==> src/rtl/swrl_pkg.sv <==
`timescale 1ns / 1ps

package swrl_pkg;

   // Configuration register indexes.
   localparam logic CSR_MAX_REQUESTS = 1'b0;
   localparam logic CSR_WINDOW_TICKS = 1'b1;

   localparam int CSR_INDEX_W = 1;
   localparam int CSR_DATA_W  = 32;
   localparam int MAX_REQ_W   = 7;
   localparam int WINDOW_W    = 32;
   localparam int NOW_W       = 32;
   localparam int COUNT_OUT_W = 7;

   localparam logic [MAX_REQ_W-1:0] MAX_REQ_RESET = 7'd64;
   localparam logic [WINDOW_W-1:0]  WINDOW_RESET  = 32'd1000000;

   localparam logic OP_ACQUIRE = 1'b0;
   localparam logic OP_RELEASE = 1'b1;

   typedef enum logic {
      ST_IDLE,
      ST_WORK
   } state_type;

endpackage

==> src/rtl/sliding_window_rate_limiter_core.sv <==
// Sliding-window-log rate limiter. Grant times are kept as a ring of time stamps in a
// single-port-write, registered-read RAM of RING_DEPTH entries. Each item transfers in
// the idle state and then passes through the work state, so a new request can transfer
// only once the block is back in idle. A release finishes in the work state once the
// result register is free, and its result is valid from the cycle after that. An
// acquire first drops the expired stamps from the head of the ring, where each drop
// costs one RAM read of the next head stamp, and then makes its limit check. Every
// stamp is dropped at most once. One item is in work at a time; the result register
// lets the next request transfer while the previous result still waits, and a work
// step that would produce a result waits until that register is free. Configuration
// writes are always taken and should only be issued while the block is idle.
`timescale 1ns / 1ps

module sliding_window_rate_limiter_core
   import swrl_pkg::*;
#(
   parameter int RING_DEPTH = 64,
   parameter int TIME_BITS  = 32
) (
   input  logic                   clock,
   input  logic                   reset,

   input  logic                   req_valid,
   output logic                   req_ready,
   input  logic                   req_operation,
   input  logic [NOW_W-1:0]       req_now_ticks,

   output logic                   rsp_valid,
   input  logic                   rsp_ready,
   output logic                   rsp_granted,
   output logic [COUNT_OUT_W-1:0] rsp_count_after,
   output logic                   rsp_overloaded,

   input  logic                   csr_valid,
   output logic                   csr_ready,
   input  logic [CSR_INDEX_W-1:0] csr_index,
   input  logic [CSR_DATA_W-1:0]  csr_wdata
);

   localparam int IDX_W = $clog2(RING_DEPTH);
   localparam int CNT_W = $clog2(RING_DEPTH + 1);
   localparam int CMP_W = (TIME_BITS > WINDOW_W) ? TIME_BITS : WINDOW_W;
   localparam int LIM_W = (CNT_W > MAX_REQ_W) ? CNT_W : MAX_REQ_W;
   localparam int OVL_W = (CNT_W + 3 > MAX_REQ_W + 2) ? CNT_W + 3 : MAX_REQ_W + 2;

   localparam logic [IDX_W-1:0] LAST_IDX = IDX_W'(RING_DEPTH - 1);
   localparam logic [CNT_W-1:0] FULL_CNT = CNT_W'(RING_DEPTH);

   state_type state_ff, state_in;

   logic                 op_ff;
   logic [TIME_BITS-1:0] now_ff, now_in;
   logic [IDX_W-1:0]     head_ff, head_in;
   logic [IDX_W-1:0]     tail_ff, tail_in;
   logic [CNT_W-1:0]     count_ff, count_in;

   logic [MAX_REQ_W-1:0] max_ff;
   logic [WINDOW_W-1:0]  window_ff;

   logic                   rsp_valid_ff, rsp_valid_in;
   logic                   rsp_granted_ff, rsp_granted_in;
   logic [COUNT_OUT_W-1:0] rsp_count_ff, rsp_count_in;
   logic                   rsp_overloaded_ff, rsp_overloaded_in;

   logic                 req_fire;
   logic                 out_free;
   logic                 stale;
   logic                 below_limit;
   logic [TIME_BITS-1:0] age;
   logic [TIME_BITS-1:0] head_stamp;
   logic                 ram_wr_en;

   swrl_ram #(
      .WIDTH (TIME_BITS),
      .DEPTH (RING_DEPTH)
   ) u_stamp_ram (
      .clock   (clock),
      .wr_en   (ram_wr_en),
      .wr_addr (tail_ff),
      .wr_data (now_ff),
      .rd_addr (head_in),
      .rd_data (head_stamp)
   );

   assign req_ready = (state_ff == ST_IDLE);
   assign req_fire  = req_valid && req_ready;
   assign out_free  = !rsp_valid_ff || rsp_ready;

   // The RAM always reads at the next head, so in the work state its output is the
   // stamp of the current oldest entry.
   assign age         = now_ff - head_stamp;
   assign stale       = (count_ff != '0) && (CMP_W'(age) > CMP_W'(window_ff));
   assign below_limit = (LIM_W'(count_ff) < LIM_W'(max_ff)) && (count_ff != FULL_CNT);

   always_comb begin
      state_in          = state_ff;
      now_in            = now_ff;
      head_in           = head_ff;
      tail_in           = tail_ff;
      count_in          = count_ff;
      rsp_valid_in      = rsp_valid_ff && !rsp_ready;
      rsp_granted_in    = rsp_granted_ff;
      rsp_count_in      = rsp_count_ff;
      rsp_overloaded_in = rsp_overloaded_ff;
      ram_wr_en         = 1'b0;

      unique case (state_ff)
         ST_IDLE: begin
            if (req_fire) begin
               now_in   = TIME_BITS'(req_now_ticks);
               state_in = ST_WORK;
            end
         end
         ST_WORK: begin
            if (op_ff == OP_ACQUIRE && stale) begin
               head_in  = (head_ff == LAST_IDX) ? '0 : head_ff + 1'b1;
               count_in = count_ff - 1'b1;
            end else if (out_free) begin
               rsp_granted_in = 1'b0;
               if (op_ff == OP_ACQUIRE) begin
                  if (below_limit) begin
                     ram_wr_en      = 1'b1;
                     tail_in        = (tail_ff == LAST_IDX) ? '0 : tail_ff + 1'b1;
                     count_in       = count_ff + 1'b1;
                     rsp_granted_in = 1'b1;
                  end
               end else if (count_ff != '0) begin
                  head_in        = (head_ff == LAST_IDX) ? '0 : head_ff + 1'b1;
                  count_in       = count_ff - 1'b1;
                  rsp_granted_in = 1'b1;
               end
               rsp_valid_in      = 1'b1;
               rsp_count_in      = COUNT_OUT_W'(count_in);
               rsp_overloaded_in = (OVL_W'(count_in) * OVL_W'(5)) >=
                                   (OVL_W'(max_ff) * OVL_W'(4));
               state_in          = ST_IDLE;
            end
         end
         default: begin
            state_in = ST_IDLE;
         end
      endcase
   end

   always_ff @(posedge clock) begin
      if (reset) begin
         state_ff     <= ST_IDLE;
         head_ff      <= '0;
         tail_ff      <= '0;
         count_ff     <= '0;
         rsp_valid_ff <= 1'b0;
      end else begin
         state_ff     <= state_in;
         head_ff      <= head_in;
         tail_ff      <= tail_in;
         count_ff     <= count_in;
         rsp_valid_ff <= rsp_valid_in;
      end
   end

   always_ff @(posedge clock) begin
      if (req_fire) begin
         op_ff <= req_operation;
      end
      now_ff            <= now_in;
      rsp_granted_ff    <= rsp_granted_in;
      rsp_count_ff      <= rsp_count_in;
      rsp_overloaded_ff <= rsp_overloaded_in;
   end

   assign csr_ready = 1'b1;

   always_ff @(posedge clock) begin
      if (reset) begin
         max_ff    <= MAX_REQ_RESET;
         window_ff <= WINDOW_RESET;
      end else if (csr_valid && csr_ready) begin
         unique case (csr_index)
            CSR_MAX_REQUESTS: max_ff    <= csr_wdata[MAX_REQ_W-1:0];
            CSR_WINDOW_TICKS: window_ff <= csr_wdata[WINDOW_W-1:0];
            default: begin
            end
         endcase
      end
   end

   assign rsp_valid       = rsp_valid_ff;
   assign rsp_granted     = rsp_granted_ff;
   assign rsp_count_after = rsp_count_ff;
   assign rsp_overloaded  = rsp_overloaded_ff;

endmodule

==> src/rtl/swrl_ram.sv <==
`timescale 1ns / 1ps

module swrl_ram #(
   parameter int WIDTH = 32,
   parameter int DEPTH = 64
) (
   input  logic                     clock,
   input  logic                     wr_en,
   input  logic [$clog2(DEPTH)-1:0] wr_addr,
   input  logic [WIDTH-1:0]         wr_data,
   input  logic [$clog2(DEPTH)-1:0] rd_addr,
   output logic [WIDTH-1:0]         rd_data
);

   logic [WIDTH-1:0] mem_ff [DEPTH];
   logic [WIDTH-1:0] rd_data_ff;

   always_ff @(posedge clock) begin
      if (wr_en) begin
         mem_ff[wr_addr] <= wr_data;
      end
      rd_data_ff <= mem_ff[rd_addr];
   end

   assign rd_data = rd_data_ff;

endmodule

==> config.mk <==
export PLATFORM = sky130hd
export DESIGN_NAME = sliding_window_rate_limiter_core
export DESIGN_NICKNAME = d
export VERILOG_FILES = /design/src/rtl/swrl_pkg.sv /design/src/rtl/sliding_window_rate_limiter_core.sv /design/src/rtl/swrl_ram.sv
export SDC_FILE = /design/constraint.sdc
export NUM_CORES = 2
export LEC_CHECK = 0
export BUFFER_PORTS_ARGS = -buffer_cell sky130_fd_sc_hd__buf_4
export CORE_AREA = 2 2 285 568
export CTS_CLUSTER_DIAMETER = 50
export DETAILED_ROUTE_END_ITERATION = 6
export DIE_AREA = 0 0 287 570
export PLACE_DENSITY = 0.7
export SLEW_MARGIN = 20
export SYNTH_ARGS = -nofsm -noshare
export SYNTH_HDL_FRONTEND = slang
export SYNTH_SLANG_ARGS = --single-unit
export TNS_END_PERCENT = 20
==> constraint.sdc <==
create_clock -name clock -period 9.4 [get_ports clock]
set_input_delay 1.88 -clock clock [delete_from_list [all_inputs] [get_ports clock]]
set_output_delay 1.88 -clock clock [all_outputs]
set_load 0.02 [all_outputs]
# Word-level counts from Yosys, hierarchy flattened
# Memory sizes are Yosys's and may differ from the RTL's. A register that Yosys moved wholly into a read port is not among the register bits.
# Index checks and enable logic that the tools add are counted.
# word_totals
output_inout_bits	12
ramBits	2048
latchBits	0
ff_bits	102
romBits	0
wordCells	76
memories	1
# classes
mux	31
n_eq_ne	3
magnitude_cmp	3
addsub	5
n_bitwise	4
shift	0
div_mod_pow	0
n_mul	1
reduce_logical	16
# mem_list
name	depth	width	read_ports	rd_ports_with_merged_regs	write_ports	line	source
u_stamp_ram.mem_ff	64	32	1	1	1	swrl_ram.sv:15	logic [WIDTH-1:0] mem_ff [DEPTH];
# op_table
operator	count
$mux 7	8
$mux 6	7
$gt 32x32->1	1
$sub 32x32->32	1
$mux 1	15
$add 6x1->6 const B	2
$eq 6x6->1 const B	2
$ge 10x9->1	1
$mul 7x3->10 const B	1
$reduce_and 2->1	4
$add 7x1->7 const B	1
$lt 7x7->1	1
$ne 7x7->1 const B	1
$reduce_bool 7->1	1
$sub 7x1->7 const B	1
$logic_and 1x1->1	5
$reduce_and 5->1	1
$not 1->1	4
$reduce_and 3->1	1
$logic_not 1->1	2
$pmux 1 s2	1
$reduce_bool 2->1	1
$logic_or 1x1->1	1

# Logic depth before layout (Yosys ltp)
# depth
word_depth	9
mapped_depth	33

# Cells and area by module
# From an unflattened synthesis, not the netlist that was laid out.
# hier_totals
cells_unflattened	4144
hier_area_um2	85555.8
# by_module_without_submodules
mod	area_per_inst_um2	instances	cells_per_inst	seq_area_each_um2
swrl_ram	78515.3	1	3324	62139.6
sliding_window_rate_limiter_core	7040.5	1	820	2462.4

# Worst setup path after synthesis
# No wires, ideal clock.
# synth_timing
kind	register to register
start	register now_ff[0]
end	memory u_stamp_ram.mem_ff[59][0], enable pin
path_slack_ns	0.889
setup_ns	0.421
arrival_time_ns	8.090
stages_incl_launch_ff	31
t_required_ns	8.979
cell_sequence	edfxtp_1 -> inv_1 -> ha_1 -> inv_1 -> fa_1 -> a211oi_1 -> o21ai_0 -> a21oi_1 -> nor3_1 -> nor4_1 -> o21ai_0 -> nor2b_1 -> a41o_1 -> o21a_1 -> nand4_1 -> a31oi_1 -> xor2_1 -> ha_1 -> nand4_1 -> nor3_1 -> nand3_1 -> a31oi_4 -> o21a_1 -> buf_4 -> o21ai_0 -> nor2_1 -> and3b_1 -> buf_2 -> nor2b_1 -> nand3_1 -> nor2_1
# synth_between
elab_chain_cells	8
# synth_rtl
element	line	source
from (decl)	sliding_window_rate_limiter_core.sv:52	logic [TIME_BITS-1:0] now_ff, now_in;
from (signal assigned)	sliding_window_rate_limiter_core.sv:165	now_ff <= now_in;
$sub 32x32->32	sliding_window_rate_limiter_core.sv:91	assign age = now_ff - head_stamp;
$gt 32x32->1	sliding_window_rate_limiter_core.sv:92	assign stale = (count_ff != '0) && (CMP_W'(age) > CMP_W'(window_ff));
$logic_and 1x1->1	sliding_window_rate_limiter_core.sv:92	
$logic_and 1x1->1	sliding_window_rate_limiter_core.sv:115	if (op_ff == OP_ACQUIRE && stale) begin
$mux 1	sliding_window_rate_limiter_core.sv:115	
$mux 1	sliding_window_rate_limiter_core.sv:107	unique case (state_ff)
$mux 1	swrl_ram.sv:19	if (wr_en) begin
$mux 1 (not written as such)	swrl_ram.sv:20	mem_ff[wr_addr] <= wr_data;
to (decl)	swrl_ram.sv:15	
# Every way passes these cells.

# Worst setup path in the final report
# layout_timing
start	register now_ff[0]
end	register u_stamp_ram.rd_data_ff[20] (netlist: u_stamp_ram.rd_data[20]), read port of u_stamp_ram.mem_ff
# layout_between
elab_chain_cells	6
# layout_rtl
element	line	source
$sub 32x32->32	sliding_window_rate_limiter_core.sv:91	
$gt 32x32->1	sliding_window_rate_limiter_core.sv:92	
$logic_and 1x1->1	sliding_window_rate_limiter_core.sv:92	
$logic_and 1x1->1	sliding_window_rate_limiter_core.sv:115	
$mux 6	sliding_window_rate_limiter_core.sv:115	
$mux 6	sliding_window_rate_limiter_core.sv:107	
to (decl)	swrl_ram.sv:16	logic [WIDTH-1:0] rd_data_ff;
# Every way passes these cells.
# A chain may end at the register's enable or synchronous reset.

==> flow_summary.ini <==
[status]
status = finished, final reports clean

[sta]
setup_tns_ns = 0
worst_slew_pin_slew_ns = 1.117
fin_crit_ns = 8.220
clock.fmax_mhz = 121.7
finalMaxSlewViolations = 0
fin_ws_ns = 1.180
hold_violations = 0
max_slew_margin_pct = 25.25
setup_viol = 0
rsz0062_at_grt = false
whs_ns = 0.4621
fin_crit_sh_pct = 87.44
skew_ns = 0.05011

[yosys]
syn_nets = 6289
synth_cell_types = 75
syn_avg_cell_area_um2 = 14.22
synth_top_area_share_pct = 72.05
synth_warnings = 0
ys_top_cells_by_count = edfxtp_1, nand2_1, nand3_1, mux2i_1, clkbuf_1
yosys.area.top_type = edfxtp_1
ys_ff_latch = 2182
mappedNetlistArea_mm2 = 0.08711
synth_area_leaders = edfxtp_1, nand2_1, nand3_1
synth_edf_count = 2090
async_flop_share_pct = 0
synthCells = 6125
synth_flop_cell = edfxtp_1
yosysSeqAreaShare_pct = 74.16
yosysMostFrequentCell = edfxtp_1

[drt]
ant_nets = 0
drc = 0
dr.pass1.iters = 6
wl_per_cell_um = 29.09
vias = 54213
viasPerCell = 6.363
routed_wl_mm = 247.9
drt_iter0_markers = 6355

[cts]
ctsRootBufferMaster = clkbuf_16
clock_latency_ns = 0.84
path_clk_slew_ns = 0.07
cts.sink_count = 2182
h-tree-depth = 4
clockBufferDepth = 4
cts_resized = 0
numCtsBuffers = 189
post-cts-setup-buffer-count = 0
cts_tree = done
ctsHoldBuffers = 0

[flow_run]
cap_viol_max_count = 0

[place]
dp_slack_ns = 1.250
io_buffers = 81
dpl.hpwl_mm = 154.0
place_congestion = 0.9228

[worst_setup_path]
end_kind = flop
arrival_ns = 8.89
cp.required_ns = 10.07
crit_slowest_cell = nor2_4
cp_common_cell = nand4_1
crit_type = reg -> reg
path_max_fanout = 40
max_stage_delay_ns = 0.74
cp-start-kind = flop

[floorplanning]
die_h_um = 570
dieWidth_um = 287
io_pins = 83
core-area_mm2 = 0.1590
rows = 207
dieArea_mm2 = 0.1636
start_util_pct = 54.78

[power]
peakVddDrop_mv = 0.5473
power_leakage_nw = 33.25
p_per_area_mw_per_mm2 = 273.1

[layout]
seq_area_mm2 = 0.06460
area_growth_pct = 12.33
final_nets = 6449
final_core_util_pct = 61.53
layout-drive-gt1-share_pct = 12.04
fillers = 11617
multi_input_area_mm2 = 0.02119

[grt]
grt_max_degree = 119
grt_antenna_before_repair = 9
grt.overflow.total = 0
grt_pass1_wl_mm = 357.4
grt_usage_pct = 30.15
grt_pass1_vias = 53762

[min_path]
hold_class = reg -> reg
-- worst max-delay path, delay by kind of cell, from the launching register on --
family	cells	cell delay, ns
DFF	1	0.39
xor gates and xnor gates	1	0.17
buffers and inverters	4	0.68
muxes	1	0.19
AOI/OAI and AO/OA	11	3.07
and+or+nand+nor	11	2.50
adders and majority gates	3	0.93
-- state kept, by name, indices dropped and copies added, names as in the netlist --
signal	cells
u_stamp_ram.mem_ff	2048
now_ff	32
u_stamp_ram.rd_data	32
window_ff	32
count_ff	7
max_ff	7
rsp_count_after	7
head_ff	6
tail_ff	6
op_ff	1
rsp_granted	1
rsp_overloaded	1
rsp_valid	1
state_ff	1
-- through the flow --
| step | area (µm²) | power, mW | instances |
|---|---|---|---|
| 4_1_cts | 97840 | 26.74 | 8518 |
| 5_1_grt | 97850 | 27.79 | 8519 |
| 3_5_place_dp | 92030 | 19.34 | 8184 |
| 2_1_floorplan | 87110 | 16.70 | 6125 |
| 6_report | 97850 | 26.72 | 8520 |
| 3_3_place_gp | 92030 | 19.23 | 8184 |
-- path summary, 6_finish.rpt --
kind                       from                 endpoint  slack, ns  depth (start not counted)
setup reg to reg      now_ff[0]  u_stamp_ram.rd_data[20]       1.18                         31
hold reg to reg   window_ff[12]            window_ff[12]       0.46                          2
hold / removal    window_ff[12]            window_ff[12]       0.46                          2
setup / recovery      now_ff[0]  u_stamp_ram.rd_data[20]       1.18                         31
-- metal layers --
layer  global-route usage, %  share of wire [%]  vias up
met4                   17.77                6.6        8
met2                   53.07                 52     3031
met5                       0              0.021        -
met3                   4.556                8.5      734
met1                   34.72                 33    27129
li1                        -                  -    23311
-- power by group --
part | switching, mW | internal (mW) | total [mW]
combinational | 5.18 | 2.84 | 8.02
clock | 3.42 | 4.09 | 7.52
sequential | 0.201 | 11.0 | 11.2
-- cell type report --
class                   count  area share, %
diodes                      2       0.005115
clock buffers             256          5.258
clock inverters            78         0.6816
inverters                  84         0.3222
multi-input cells        3495          21.65
flip-flops and latches   2182          66.02
well taps                2090          2.673
repair buffers            333          3.386
-- cell families after synthesis --
| family | Yosys count | synth area share, % |
|---|---|---|
| simple gates | 2474 | 12.36 |
| flops | 2182 | 74.16 |
| compound gates | 601 | 4.891 |
| buf+inv | 448 | 2.235 |
| mux | 283 | 4.553 |
| fa+ha+maj | 93 | 1.353 |
| xor+xnor | 43 | 0.4410 |
| other cells | 1 | 0.004305 |
-- layout by cell type, fill, tap and decap left out, types with 52 or more instances in the layout --
cell and n:
nand4_1 96, inv_1 84, nor2_1 67, dfxtp_1 92, mux4_2 89, a31oi_1 95, a22oi_1 52, a32oi_1 89
mux2i_1 189, nor2_4 69, edfxtp_1 2090, nand2_1 1416, buf_4 268, ha_1 91, nand3_1 685, buf_12 65
clkbuf_1 54, clkbuf_16 192, a21oi_1 121
(Power assumes the default switching activity.)
